--- config.mk ---
export PLATFORM = sky130hd
export DESIGN_NAME = i2c_bit_level_master
export DESIGN_NICKNAME = d
export VERILOG_FILES = /design/src/ibm_pkg.sv /design/src/i2c_bit_level_master.sv /design/src/ibm_phase_dec.sv /design/src/ibm_seq.sv
export SDC_FILE = /design/constraint.sdc
export NUM_CORES = 1
export LEC_CHECK = 0
export BUFFER_PORTS_ARGS = -buffer_cell sky130_fd_sc_hd__buf_2
export CAP_MARGIN = 10
export CORE_MARGIN = 2
export CORE_UTILIZATION = 53
export CTS_BUF_LIST = sky130_fd_sc_hd__clkbuf_16
export CTS_CLUSTER_SIZE = 8
export DETAILED_ROUTE_END_ITERATION = 12
export GPL_ROUTABILITY_DRIVEN = 0
export GPL_TIMING_DRIVEN = 0
export PLACE_DENSITY_LB_ADDON = 0.25
export SYNTH_ARGS = -nofsm -noshare
export SYNTH_HDL_FRONTEND = slang
export SYNTH_SLANG_ARGS = --single-unit
--- constraint.sdc ---
create_clock -name clk -period 14.9 [get_ports clk]
set_clock_uncertainty 0.2 [all_clocks]
set_input_delay 0.745 -clock clk [delete_from_list [all_inputs] [get_ports clk]]
set_output_delay 0.745 -clock clk [all_outputs]
set_load 0.01 [all_outputs]
--- src/ibm_pkg.sv ---
`timescale 1ns / 1ps
package ibm_pkg;

  localparam int TickW  = 16;
  localparam int PhaseW = 5;

  typedef enum logic [2:0] {
    OP_TICK  = 3'd0,
    OP_START = 3'd1,
    OP_STOP  = 3'd2,
    OP_WRITE = 3'd3,
    OP_READ  = 3'd4,
    OP_SACK  = 3'd5,
    OP_RACK  = 3'd6
  } op_t;

  localparam logic [TickW-1:0] PhaseTicksReset = 16'd10;

  // Line action for the phase that opens.
  typedef struct packed {
    logic set_scl;
    logic scl_val;
    logic set_sda;
    logic sda_val;
    logic shift_in;
    logic sample_ack;
  } line_act_t;

  typedef struct packed {
    logic       scl_level;
    logic       sda_drive;
    logic       busy_res;
    logic       done_res;
    logic [7:0] rx_byte;
    logic       ack_received;
    logic       rejected;
  } result_t;

  function automatic logic [PhaseW-1:0] phase_total(input logic [2:0] op);
    logic [PhaseW-1:0] n;
    begin
      case (op)
        OP_START: n = 5'd4;
        OP_STOP:  n = 5'd3;
        OP_WRITE: n = 5'd24;
        OP_READ:  n = 5'd25;
        OP_SACK:  n = 5'd3;
        OP_RACK:  n = 5'd4;
        default:  n = 5'd0;
      endcase
      return n;
    end
  endfunction

  // x / 3 for x < 32 via reciprocal 11/32.
  function automatic logic [3:0] div3(input logic [PhaseW-1:0] x);
    logic [8:0] p;
    begin
      p = {4'd0, x} * 9'd11;
      return p[8:5];
    end
  endfunction

  function automatic logic [1:0] mod3(input logic [PhaseW-1:0] x);
    logic [5:0] t;
    begin
      t = {1'b0, x} - ({2'd0, div3(x)} * 6'd3);
      return t[1:0];
    end
  endfunction

endpackage

--- src/i2c_bit_level_master.sv ---
`timescale 1ns / 1ps
// Bit-level I2C master sequencer. Each input transfer is either a timing tick
// or a command (start, stop, write byte, read byte, send ack, read ack); each
// one yields exactly one result transfer with the SCL/SDA drive levels (1 =
// released), busy, a done pulse, the last read byte, the last sampled ack and
// a rejected flag for commands that arrive while busy. Every line phase lasts
// cfg phase_ticks ticks (0 acts as 1, reset value 10). The block is an input
// register, one pass of next-state logic and an output register: it accepts
// one transfer per clock, and the result moves from the input register to the
// output register when the output side is ready; an output stall holds the
// input register and drops in_ready. cfg writes must only happen while idle.
module i2c_bit_level_master (
  input  logic                    clk,
  input  logic                    rst_n,
  input  logic                    cfg_wr_en,
  input  logic [ibm_pkg::TickW-1:0] cfg_wr_data,
  input  logic                    in_valid,
  output logic                    in_ready,
  input  logic [2:0]              in_operation,
  input  logic [7:0]              in_tx_byte,
  input  logic                    in_ack_to_send,
  input  logic                    in_sda_in,
  output logic                    out_valid,
  input  logic                    out_ready,
  output logic                    out_scl_level,
  output logic                    out_sda_drive,
  output logic                    out_busy_res,
  output logic                    out_done_res,
  output logic [7:0]              out_rx_byte,
  output logic                    out_ack_received,
  output logic                    out_rejected
);
  import ibm_pkg::*;

  logic       in_valid_r;
  logic [2:0] op_r;
  logic [7:0] tx_r;
  logic       ack_send_r;
  logic       sda_r;
  logic       out_valid_r;
  result_t    res_r;
  result_t    res_nxt;
  logic       advance;

  assign advance  = in_valid_r && (!out_valid_r || out_ready);
  assign in_ready = !in_valid_r || advance;

  ibm_seq u_seq (
    .clk         (clk),
    .rst_n       (rst_n),
    .cfg_wr_en   (cfg_wr_en),
    .cfg_wr_data (cfg_wr_data),
    .en          (advance),
    .operation   (op_r),
    .tx_byte     (tx_r),
    .ack_to_send (ack_send_r),
    .sda_in      (sda_r),
    .res_nxt     (res_nxt)
  );

  always_ff @(posedge clk) begin
    if (!rst_n) begin
      in_valid_r  <= 1'b0;
      out_valid_r <= 1'b0;
    end else begin
      if (in_ready) in_valid_r <= in_valid;
      if (advance) out_valid_r <= 1'b1;
      else if (out_ready) out_valid_r <= 1'b0;
    end
  end

  // payload registers
  always_ff @(posedge clk) begin
    if (in_valid && in_ready) begin
      op_r       <= in_operation;
      tx_r       <= in_tx_byte;
      ack_send_r <= in_ack_to_send;
      sda_r      <= in_sda_in;
    end
    if (advance) res_r <= res_nxt;
  end

  assign out_valid        = out_valid_r;
  assign out_scl_level    = res_r.scl_level;
  assign out_sda_drive    = res_r.sda_drive;
  assign out_busy_res     = res_r.busy_res;
  assign out_done_res     = res_r.done_res;
  assign out_rx_byte      = res_r.rx_byte;
  assign out_ack_received = res_r.ack_received;
  assign out_rejected     = res_r.rejected;

endmodule

--- src/ibm_phase_dec.sv ---
`timescale 1ns / 1ps
module ibm_phase_dec (
  input  logic [2:0]               cmd,
  input  logic [ibm_pkg::PhaseW-1:0] phase,
  input  logic [7:0]               shift_byte,
  output ibm_pkg::line_act_t       act
);
  import ibm_pkg::*;

  logic [PhaseW-1:0] rd_q;
  logic [1:0]        wr_r;
  logic [1:0]        rd_r;
  logic [2:0]        wr_k;
  logic [3:0]        wr_div;

  always_comb begin
    rd_q   = phase - 5'd1;
    wr_r   = mod3(phase);
    wr_div = div3(phase);
    wr_k   = wr_div[2:0];
    rd_r   = mod3(rd_q);
    act    = '0;
    unique case (cmd)
      OP_START: begin
        case (phase)
          5'd0:    begin act.set_sda = 1'b1; act.sda_val = 1'b1; end
          5'd1:    begin act.set_scl = 1'b1; act.scl_val = 1'b1; end
          5'd2:    begin act.set_sda = 1'b1; act.sda_val = 1'b0; end
          default: begin act.set_scl = 1'b1; act.scl_val = 1'b0; end
        endcase
      end
      OP_STOP: begin
        case (phase)
          5'd0:    begin act.set_sda = 1'b1; act.sda_val = 1'b0; end
          5'd1:    begin act.set_scl = 1'b1; act.scl_val = 1'b1; end
          default: begin act.set_sda = 1'b1; act.sda_val = 1'b1; end
        endcase
      end
      OP_WRITE: begin
        case (wr_r)
          2'd0:    begin act.set_sda = 1'b1; act.sda_val = shift_byte[3'd7 - wr_k]; end
          2'd1:    begin act.set_scl = 1'b1; act.scl_val = 1'b1; end
          default: begin act.set_scl = 1'b1; act.scl_val = 1'b0; end
        endcase
      end
      OP_READ: begin
        if (phase == 5'd0) begin
          act.set_sda = 1'b1;
          act.sda_val = 1'b1;
        end else begin
          case (rd_r)
            2'd0:    begin act.set_scl = 1'b1; act.scl_val = 1'b1; end
            2'd1:    act.shift_in = 1'b1;
            default: begin act.set_scl = 1'b1; act.scl_val = 1'b0; end
          endcase
        end
      end
      OP_SACK: begin
        case (phase)
          5'd0:    begin act.set_sda = 1'b1; act.sda_val = shift_byte[0]; end
          5'd1:    begin act.set_scl = 1'b1; act.scl_val = 1'b1; end
          default: begin act.set_scl = 1'b1; act.scl_val = 1'b0; end
        endcase
      end
      OP_RACK: begin
        case (phase)
          5'd0:    begin act.set_sda = 1'b1; act.sda_val = 1'b1; end
          5'd1:    begin act.set_scl = 1'b1; act.scl_val = 1'b1; end
          5'd2:    act.sample_ack = 1'b1;
          default: begin act.set_scl = 1'b1; act.scl_val = 1'b0; end
        endcase
      end
      default: act = '0;
    endcase
  end

endmodule

--- src/ibm_seq.sv ---
`timescale 1ns / 1ps
module ibm_seq (
  input  logic                    clk,
  input  logic                    rst_n,
  input  logic                    cfg_wr_en,
  input  logic [ibm_pkg::TickW-1:0] cfg_wr_data,
  input  logic                    en,
  input  logic [2:0]              operation,
  input  logic [7:0]              tx_byte,
  input  logic                    ack_to_send,
  input  logic                    sda_in,
  output ibm_pkg::result_t        res_nxt
);
  import ibm_pkg::*;

  logic [TickW-1:0]  phase_ticks_r;
  logic              scl_r, scl_nxt;
  logic              sda_r, sda_nxt;
  logic [2:0]        cmd_r, cmd_nxt;
  logic [PhaseW-1:0] phase_r, phase_nxt;
  logic [TickW-1:0]  tick_r, tick_nxt;
  logic [7:0]        shift_r, shift_nxt;
  logic [7:0]        rx_r, rx_nxt;
  logic              ack_r, ack_nxt;

  logic              busy;
  logic              is_cmd;
  logic              phase_end;
  logic [TickW-1:0]  eff_ticks;
  logic [TickW:0]    tick_inc;
  logic [PhaseW-1:0] phase_inc;
  logic              open_en;
  logic [2:0]        dec_cmd;
  logic [PhaseW-1:0] dec_phase;
  logic [7:0]        dec_shift;
  logic              done, rej;
  line_act_t         act;

  ibm_phase_dec u_dec (
    .cmd        (dec_cmd),
    .phase      (dec_phase),
    .shift_byte (dec_shift),
    .act        (act)
  );

  always_comb begin
    busy      = (cmd_r != OP_TICK);
    is_cmd    = (operation != OP_TICK) && (operation != 3'd7);
    eff_ticks = (phase_ticks_r == '0) ? {{(TickW-1){1'b0}}, 1'b1} : phase_ticks_r;
    tick_inc  = {1'b0, tick_r} + {{TickW{1'b0}}, 1'b1};
    phase_end = tick_inc >= {1'b0, eff_ticks};
    phase_inc = phase_r + 5'd1;

    scl_nxt   = scl_r;
    sda_nxt   = sda_r;
    cmd_nxt   = cmd_r;
    phase_nxt = phase_r;
    tick_nxt  = tick_r;
    shift_nxt = shift_r;
    rx_nxt    = rx_r;
    ack_nxt   = ack_r;
    done      = 1'b0;
    rej       = 1'b0;
    open_en   = 1'b0;
    dec_cmd   = cmd_r;
    dec_phase = phase_inc;
    dec_shift = shift_r;

    if (operation == OP_TICK) begin
      if (busy) begin
        if (phase_end) begin
          tick_nxt = '0;
          if (phase_inc >= phase_total(cmd_r)) begin
            if (cmd_r == OP_READ) rx_nxt = shift_r;
            cmd_nxt   = OP_TICK;
            phase_nxt = '0;
            done      = 1'b1;
          end else begin
            phase_nxt = phase_inc;
            open_en   = 1'b1;
          end
        end else begin
          tick_nxt = tick_inc[TickW-1:0];
        end
      end
    end else if (is_cmd) begin
      if (busy) begin
        rej = 1'b1;
      end else begin
        cmd_nxt   = operation;
        phase_nxt = '0;
        tick_nxt  = '0;
        case (operation)
          OP_WRITE: shift_nxt = tx_byte;
          OP_READ:  shift_nxt = 8'd0;
          OP_SACK:  shift_nxt = {7'd0, ack_to_send};
          default:  shift_nxt = shift_r;
        endcase
        dec_cmd   = operation;
        dec_phase = '0;
        dec_shift = shift_nxt;
        open_en   = 1'b1;
      end
    end

    if (open_en) begin
      if (act.set_scl) scl_nxt = act.scl_val;
      if (act.set_sda) sda_nxt = act.sda_val;
      if (act.shift_in) shift_nxt = {shift_r[6:0], sda_in};
      if (act.sample_ack) ack_nxt = sda_in;
    end

    res_nxt.scl_level    = scl_nxt;
    res_nxt.sda_drive    = sda_nxt;
    res_nxt.busy_res     = (cmd_nxt != OP_TICK);
    res_nxt.done_res     = done;
    res_nxt.rx_byte      = rx_nxt;
    res_nxt.ack_received = ack_nxt;
    res_nxt.rejected     = rej;
  end

  always_ff @(posedge clk) begin
    if (!rst_n) begin
      phase_ticks_r <= PhaseTicksReset;
      scl_r         <= 1'b1;
      sda_r         <= 1'b1;
      cmd_r         <= OP_TICK;
      phase_r       <= '0;
      tick_r        <= '0;
      shift_r       <= '0;
      rx_r          <= '0;
      ack_r         <= 1'b1;
    end else begin
      if (cfg_wr_en) phase_ticks_r <= cfg_wr_data;
      if (en) begin
        scl_r   <= scl_nxt;
        sda_r   <= sda_nxt;
        cmd_r   <= cmd_nxt;
        phase_r <= phase_nxt;
        tick_r  <= tick_nxt;
        shift_r <= shift_nxt;
        rx_r    <= rx_nxt;
        ack_r   <= ack_nxt;
      end
    end
  end

endmodule

==> results.json <==
{
  "numClockSinks": 88,
  "hold_class": "flip-flop to flip-flop",
  "timing.critical_path.max_delay_family": "simple AND/OR/NAND/NOR gates",
  "synth-seq-cells": 88,
  "power_leakage_nw": 2.86,
  "critical_path_arrival_ps": 6390,
  "worst-slew-pin-transition_ps": 744,
  "antennaDiodeCount": 0,
  "core_region_area_sq_mm": 0.0114,
  "detail_route.vias_per_cell": 6.02,
  "clockRootBuffer": "sky130_fd_sc_hd__clkbuf_16",
  "pwr-share-comb": 0.247,
  "setup_violations": 0,
  "critical_path.max_fanout": 10,
  "finalNonFillerCells": 893,
  "report.final.slew_viol_count": 0,
  "critPathMostFrequentCell": "sky130_fd_sc_hd__ha_1",
  "intPower_uw": 450,
  "critical_path.endpoint_type": "flip-flop",
  "port_buffers": 48,
  "rsz0062_at_grt": "no",
  "chip_height_microns": 112,
  "detail_route.iter0.violations": 427,
  "critical_path_class": "flip-flop to flip-flop",
  "post_drt_wl_per_cell_microns": 17.5,
  "tritoncts": "built",
  "ios": 50,
  "first_global_vias": 5300,
  "global_route_wire_length_before_repair_mm": 25.7,
  "run_status": "finished, final reports clean",
  "crit_path_max_incr_delay_ps": 480,
  "postCtsResizedCells": 0,
  "route.antenna.remaining_nets": 0,
  "yosysSeqAreaShare": 0.331,
  "cts_buffer_depth": 2,
  "cp_num_buf_inv": 1,
  "routed-via-count": 5379,
  "hold_viol": 0,
  "drt_wl_total_mm": 15.6,
  "netSwitchingPower_uw": 202,
  "slew_headroom": 0.504,
  "insertion_delay_ps": 350,
  "synth_area_per_inst_sq_um": 8.95,
  "syn_nets": 768,
  "synthesis.instances": 685,
  "grt.overflow.total": 0,
  "clock_buffers_created_by_tritoncts": 9,
  "period_minus_slack_ps": 6490,
  "floorplan.die_area_sq_mm": 0.0124,
  "cts.reportedPaths.clkPinSlew_ps": 70,
  "die_width_microns": 112,
  "power_density_mw_per_mm2": 95.0,
  "post_synth_num_cell_types": 67,
  "timing.critical_path.slowest_stage_cell": "sky130_fd_sc_hd__or4_1",
  "nets": 828,
  "htree_levels": 3,
  "timing.critical_path.from_type": "flip-flop",
  "syn_area_sq_mm": 0.00613,
  "fill_cells": 1028,
  "ir_drop_mv": 0.0951,
  "half_perimeter_wire_length_after_detailed_placement_mm": 11.9,
  "worstPathCellList": "buf_2 > nand3_1 > nand3_1 > nand2_1 > ha_1 > nor4_1 > a41oi_1 > and2_1 > ha_1 > ha_1 > xor2_1 > ha_1 > nand4_1 > o311ai_1 > xor2_1 > ha_1 > xor2_1 > xnor2_1 > xnor2_1 > and3_1 > or4_1 > nand3_1 > a21oi_1 > mux2_4",
  "max_cap_violations": 0,
  "ys_warn_count": 0,
  "max_clock_freq_mhz": 154,
  "worstPathRequired_ps": 14800,
  "post-route-drc-count": 0,
  "drive_above_1_share": 0.141,
  "clock_power_share": 0.354,
  "finalCritPeriodShare": 0.435,
  "number_of_antenna_violations_at_the_first_check_in_global_routing": 0,
  "power.share.switching": 0.309,
  "power_frac_seq": 0.399,
  "postSynth.asyncResetShare": 0,
  "ys.flop_type": "sky130_fd_sc_hd__dfxtp_1",
  "groute.usage.overall": 0.255,
  "floorplan.initialDensity": 0.539,
  "ctsHoldBuffers": 0,
  "synthToLayoutAreaGrowth_pct": 11.9,
  "num_rows": 39,
  "cts_setup_buffers": 0,
  "setup_tns_ps": 0,
  "drtPass1Iterations": 4,
  "postLayoutCoreUtil": 0.604,
  "maximum_number_of_pins_on_one_net_before_global_route_repair": 20,
  "count_of_flip_flops_with_a_built_in_enable_after_synthesis": 27,
  "place_inst": 877
}
## per-layer routing
layer / track usage / vias to the layer above / share of wire
met5: 0 / - / 0
met4: 0.109 / 0 / 0.025
met1: 0.332 / 2553 / 0.45
li1: - / 2629 / -
met3: 0.0435 / 29 / 0.061
met2: 0.419 / 168 / 0.47
## path summary, 6_finish.rpt
path / startpoint / cells past startpoint / slack (ps) / to
min reg2reg: u_seq.tick_r[1] / 2 / 290 / u_seq.tick_r[1]
min: u_seq.tick_r[1] / 2 / 290 / u_seq.tick_r[1]
max reg2reg: op_r[0] / 24 / 8410 / out_scl_level
max: op_r[0] / 24 / 8410 / out_scl_level
## kinds of logic (layout without fill, tap and decap cells)
logic type,after synthesis,in the layout,synth area share
DFF,88,88,0.331
AOI/OAI and AO/OA,151,151,0.179
and+or+nand+nor,243,243,0.214
buffers and inverters,74,139,0.0479
muxes,44,44,0.0749
adders and majority gates,50,50,0.103
xor gates and xnor gates,35,35,0.0500
## worst register-to-register path: cells and delay by family (launching register included)
| family | cells | cell delay (ps) |
|---|---|---|
| adders and majority gates | 5 | 1310 |
| muxes | 1 | 320 |
| DFF | 1 | 360 |
| xor gates and xnor gates | 5 | 830 |
| AOI/OAI and AO/OA | 3 | 660 |
| buffers and inverters | 1 | 220 |
| and+or+nand+nor | 9 | 2330 |
## sequential cells by signal, indices dropped and copies added, names as in the netlist, 5 cells and up
register,flops
u_seq.rx_r,8
u_seq.tick_r,16
out_rx_byte,8
u_seq.phase_r,5
tx_r,8
u_seq.shift_r,8
u_seq.phase_ticks_r,16
## layout make-up
| type | count | area [sq um] | share of cell area |
|---|---|---|---|
| Multi-Input combinational cell | 523 | 3810 | 0.555 |
| Sequential cell | 88 | 2030 | 0.296 |
| Timing Repair Buffer | 49 | 255 | 0.0372 |
| Clock buffer | 9 | 225 | 0.0328 |
| Tap cell | 143 | 179 | 0.0261 |
| Buffer | 35 | 148 | 0.0215 |
| Inverter | 39 | 146 | 0.0213 |
| Clock inverter | 7 | 71.3 | 0.0104 |
## cells in the mapped netlist (9+ instances only)
| cell | count | area share |
|---|---|---|
| sky130_fd_sc_hd__ha_1 | 48 | 0.098 |
| sky130_fd_sc_hd__dfxtp_1 | 61 | 0.20 |
| sky130_fd_sc_hd__mux2_2 | 11 | 0.020 |
| sky130_fd_sc_hd__a21boi_0 | 14 | 0.017 |
| sky130_fd_sc_hd__and2_1 | 11 | 0.011 |
| sky130_fd_sc_hd__nor2b_1 | 38 | 0.039 |
| sky130_fd_sc_hd__nand4_1 | 9 | 0.0092 |
| sky130_fd_sc_hd__inv_1 | 37 | 0.023 |
| sky130_fd_sc_hd__nand2b_1 | 10 | 0.010 |
| sky130_fd_sc_hd__o21a_1 | 9 | 0.011 |
| sky130_fd_sc_hd__nand3_1 | 34 | 0.028 |
| sky130_fd_sc_hd__edfxtp_1 | 27 | 0.13 |
| sky130_fd_sc_hd__o21ai_0 | 24 | 0.020 |
| sky130_fd_sc_hd__xnor2_1 | 20 | 0.029 |
| sky130_fd_sc_hd__nand2_1 | 54 | 0.033 |
| sky130_fd_sc_hd__xor2_1 | 15 | 0.021 |
| sky130_fd_sc_hd__nor2_1 | 32 | 0.020 |
| sky130_fd_sc_hd__mux2i_1 | 32 | 0.052 |
| sky130_fd_sc_hd__a21oi_1 | 29 | 0.024 |
| sky130_fd_sc_hd__clkbuf_1 | 23 | 0.014 |
| sky130_fd_sc_hd__nor3_1 | 15 | 0.012 |
## placed cells by master (no fill, tap or decap), types with 5 or more instances in the layout
master / count
sky130_fd_sc_hd__nor4_1: 8
sky130_fd_sc_hd__xor2_1: 15
sky130_fd_sc_hd__mux2_2: 11
sky130_fd_sc_hd__nor2b_1: 38
sky130_fd_sc_hd__and2_1: 11
sky130_fd_sc_hd__o211ai_1: 5
sky130_fd_sc_hd__o21ai_0: 24
sky130_fd_sc_hd__mux2i_1: 32
sky130_fd_sc_hd__o211a_1: 5
sky130_fd_sc_hd__a21boi_0: 14
sky130_fd_sc_hd__or3b_2: 5
sky130_fd_sc_hd__dfxtp_1: 61
sky130_fd_sc_hd__nor3_1: 15
sky130_fd_sc_hd__clkbuf_16: 9
sky130_fd_sc_hd__edfxtp_1: 27
sky130_fd_sc_hd__nand3_1: 34
sky130_fd_sc_hd__nand2b_1: 10
sky130_fd_sc_hd__nand4_1: 9
sky130_fd_sc_hd__buf_2: 55
sky130_fd_sc_hd__a32oi_1: 6
sky130_fd_sc_hd__a211oi_1: 7
sky130_fd_sc_hd__o311ai_1: 7
sky130_fd_sc_hd__o221ai_1: 7
sky130_fd_sc_hd__nand2_1: 54
sky130_fd_sc_hd__inv_1: 38
sky130_fd_sc_hd__a21oi_1: 29
sky130_fd_sc_hd__and3_1: 7
sky130_fd_sc_hd__clkbuf_1: 23
sky130_fd_sc_hd__o21a_1: 9
sky130_fd_sc_hd__xnor2_1: 20
sky130_fd_sc_hd__ha_1: 48
sky130_fd_sc_hd__nor2_1: 32
## power by group through the flow
stage | registers [mW] | logic, mW | clock network (mW)
finish | 0.260 | 0.161 | 0.231
global route | 0.261 | 0.180 | 0.243
CTS | 0.260 | 0.160 | 0.235
detailed placement | 0.266 | 0.159 | 0
global placement | 0.265 | 0.151 | 0
floorplan | 0.265 | 0.120 | 0
## through the flow
step	instance area [sq um]	power (mW)	hold WS (ps)	worst slack, ps
after floorplan	6130	0.385	258	9070
after global placement	6550	0.417	273	8560
after detailed placement	6570	0.424	276	8490
after CTS	6860	0.655	284	8470
after global routing	6860	0.683	315	8030
final	6860	0.652	287	8410
No activity file was read; power rests on OpenSTA's default activity.
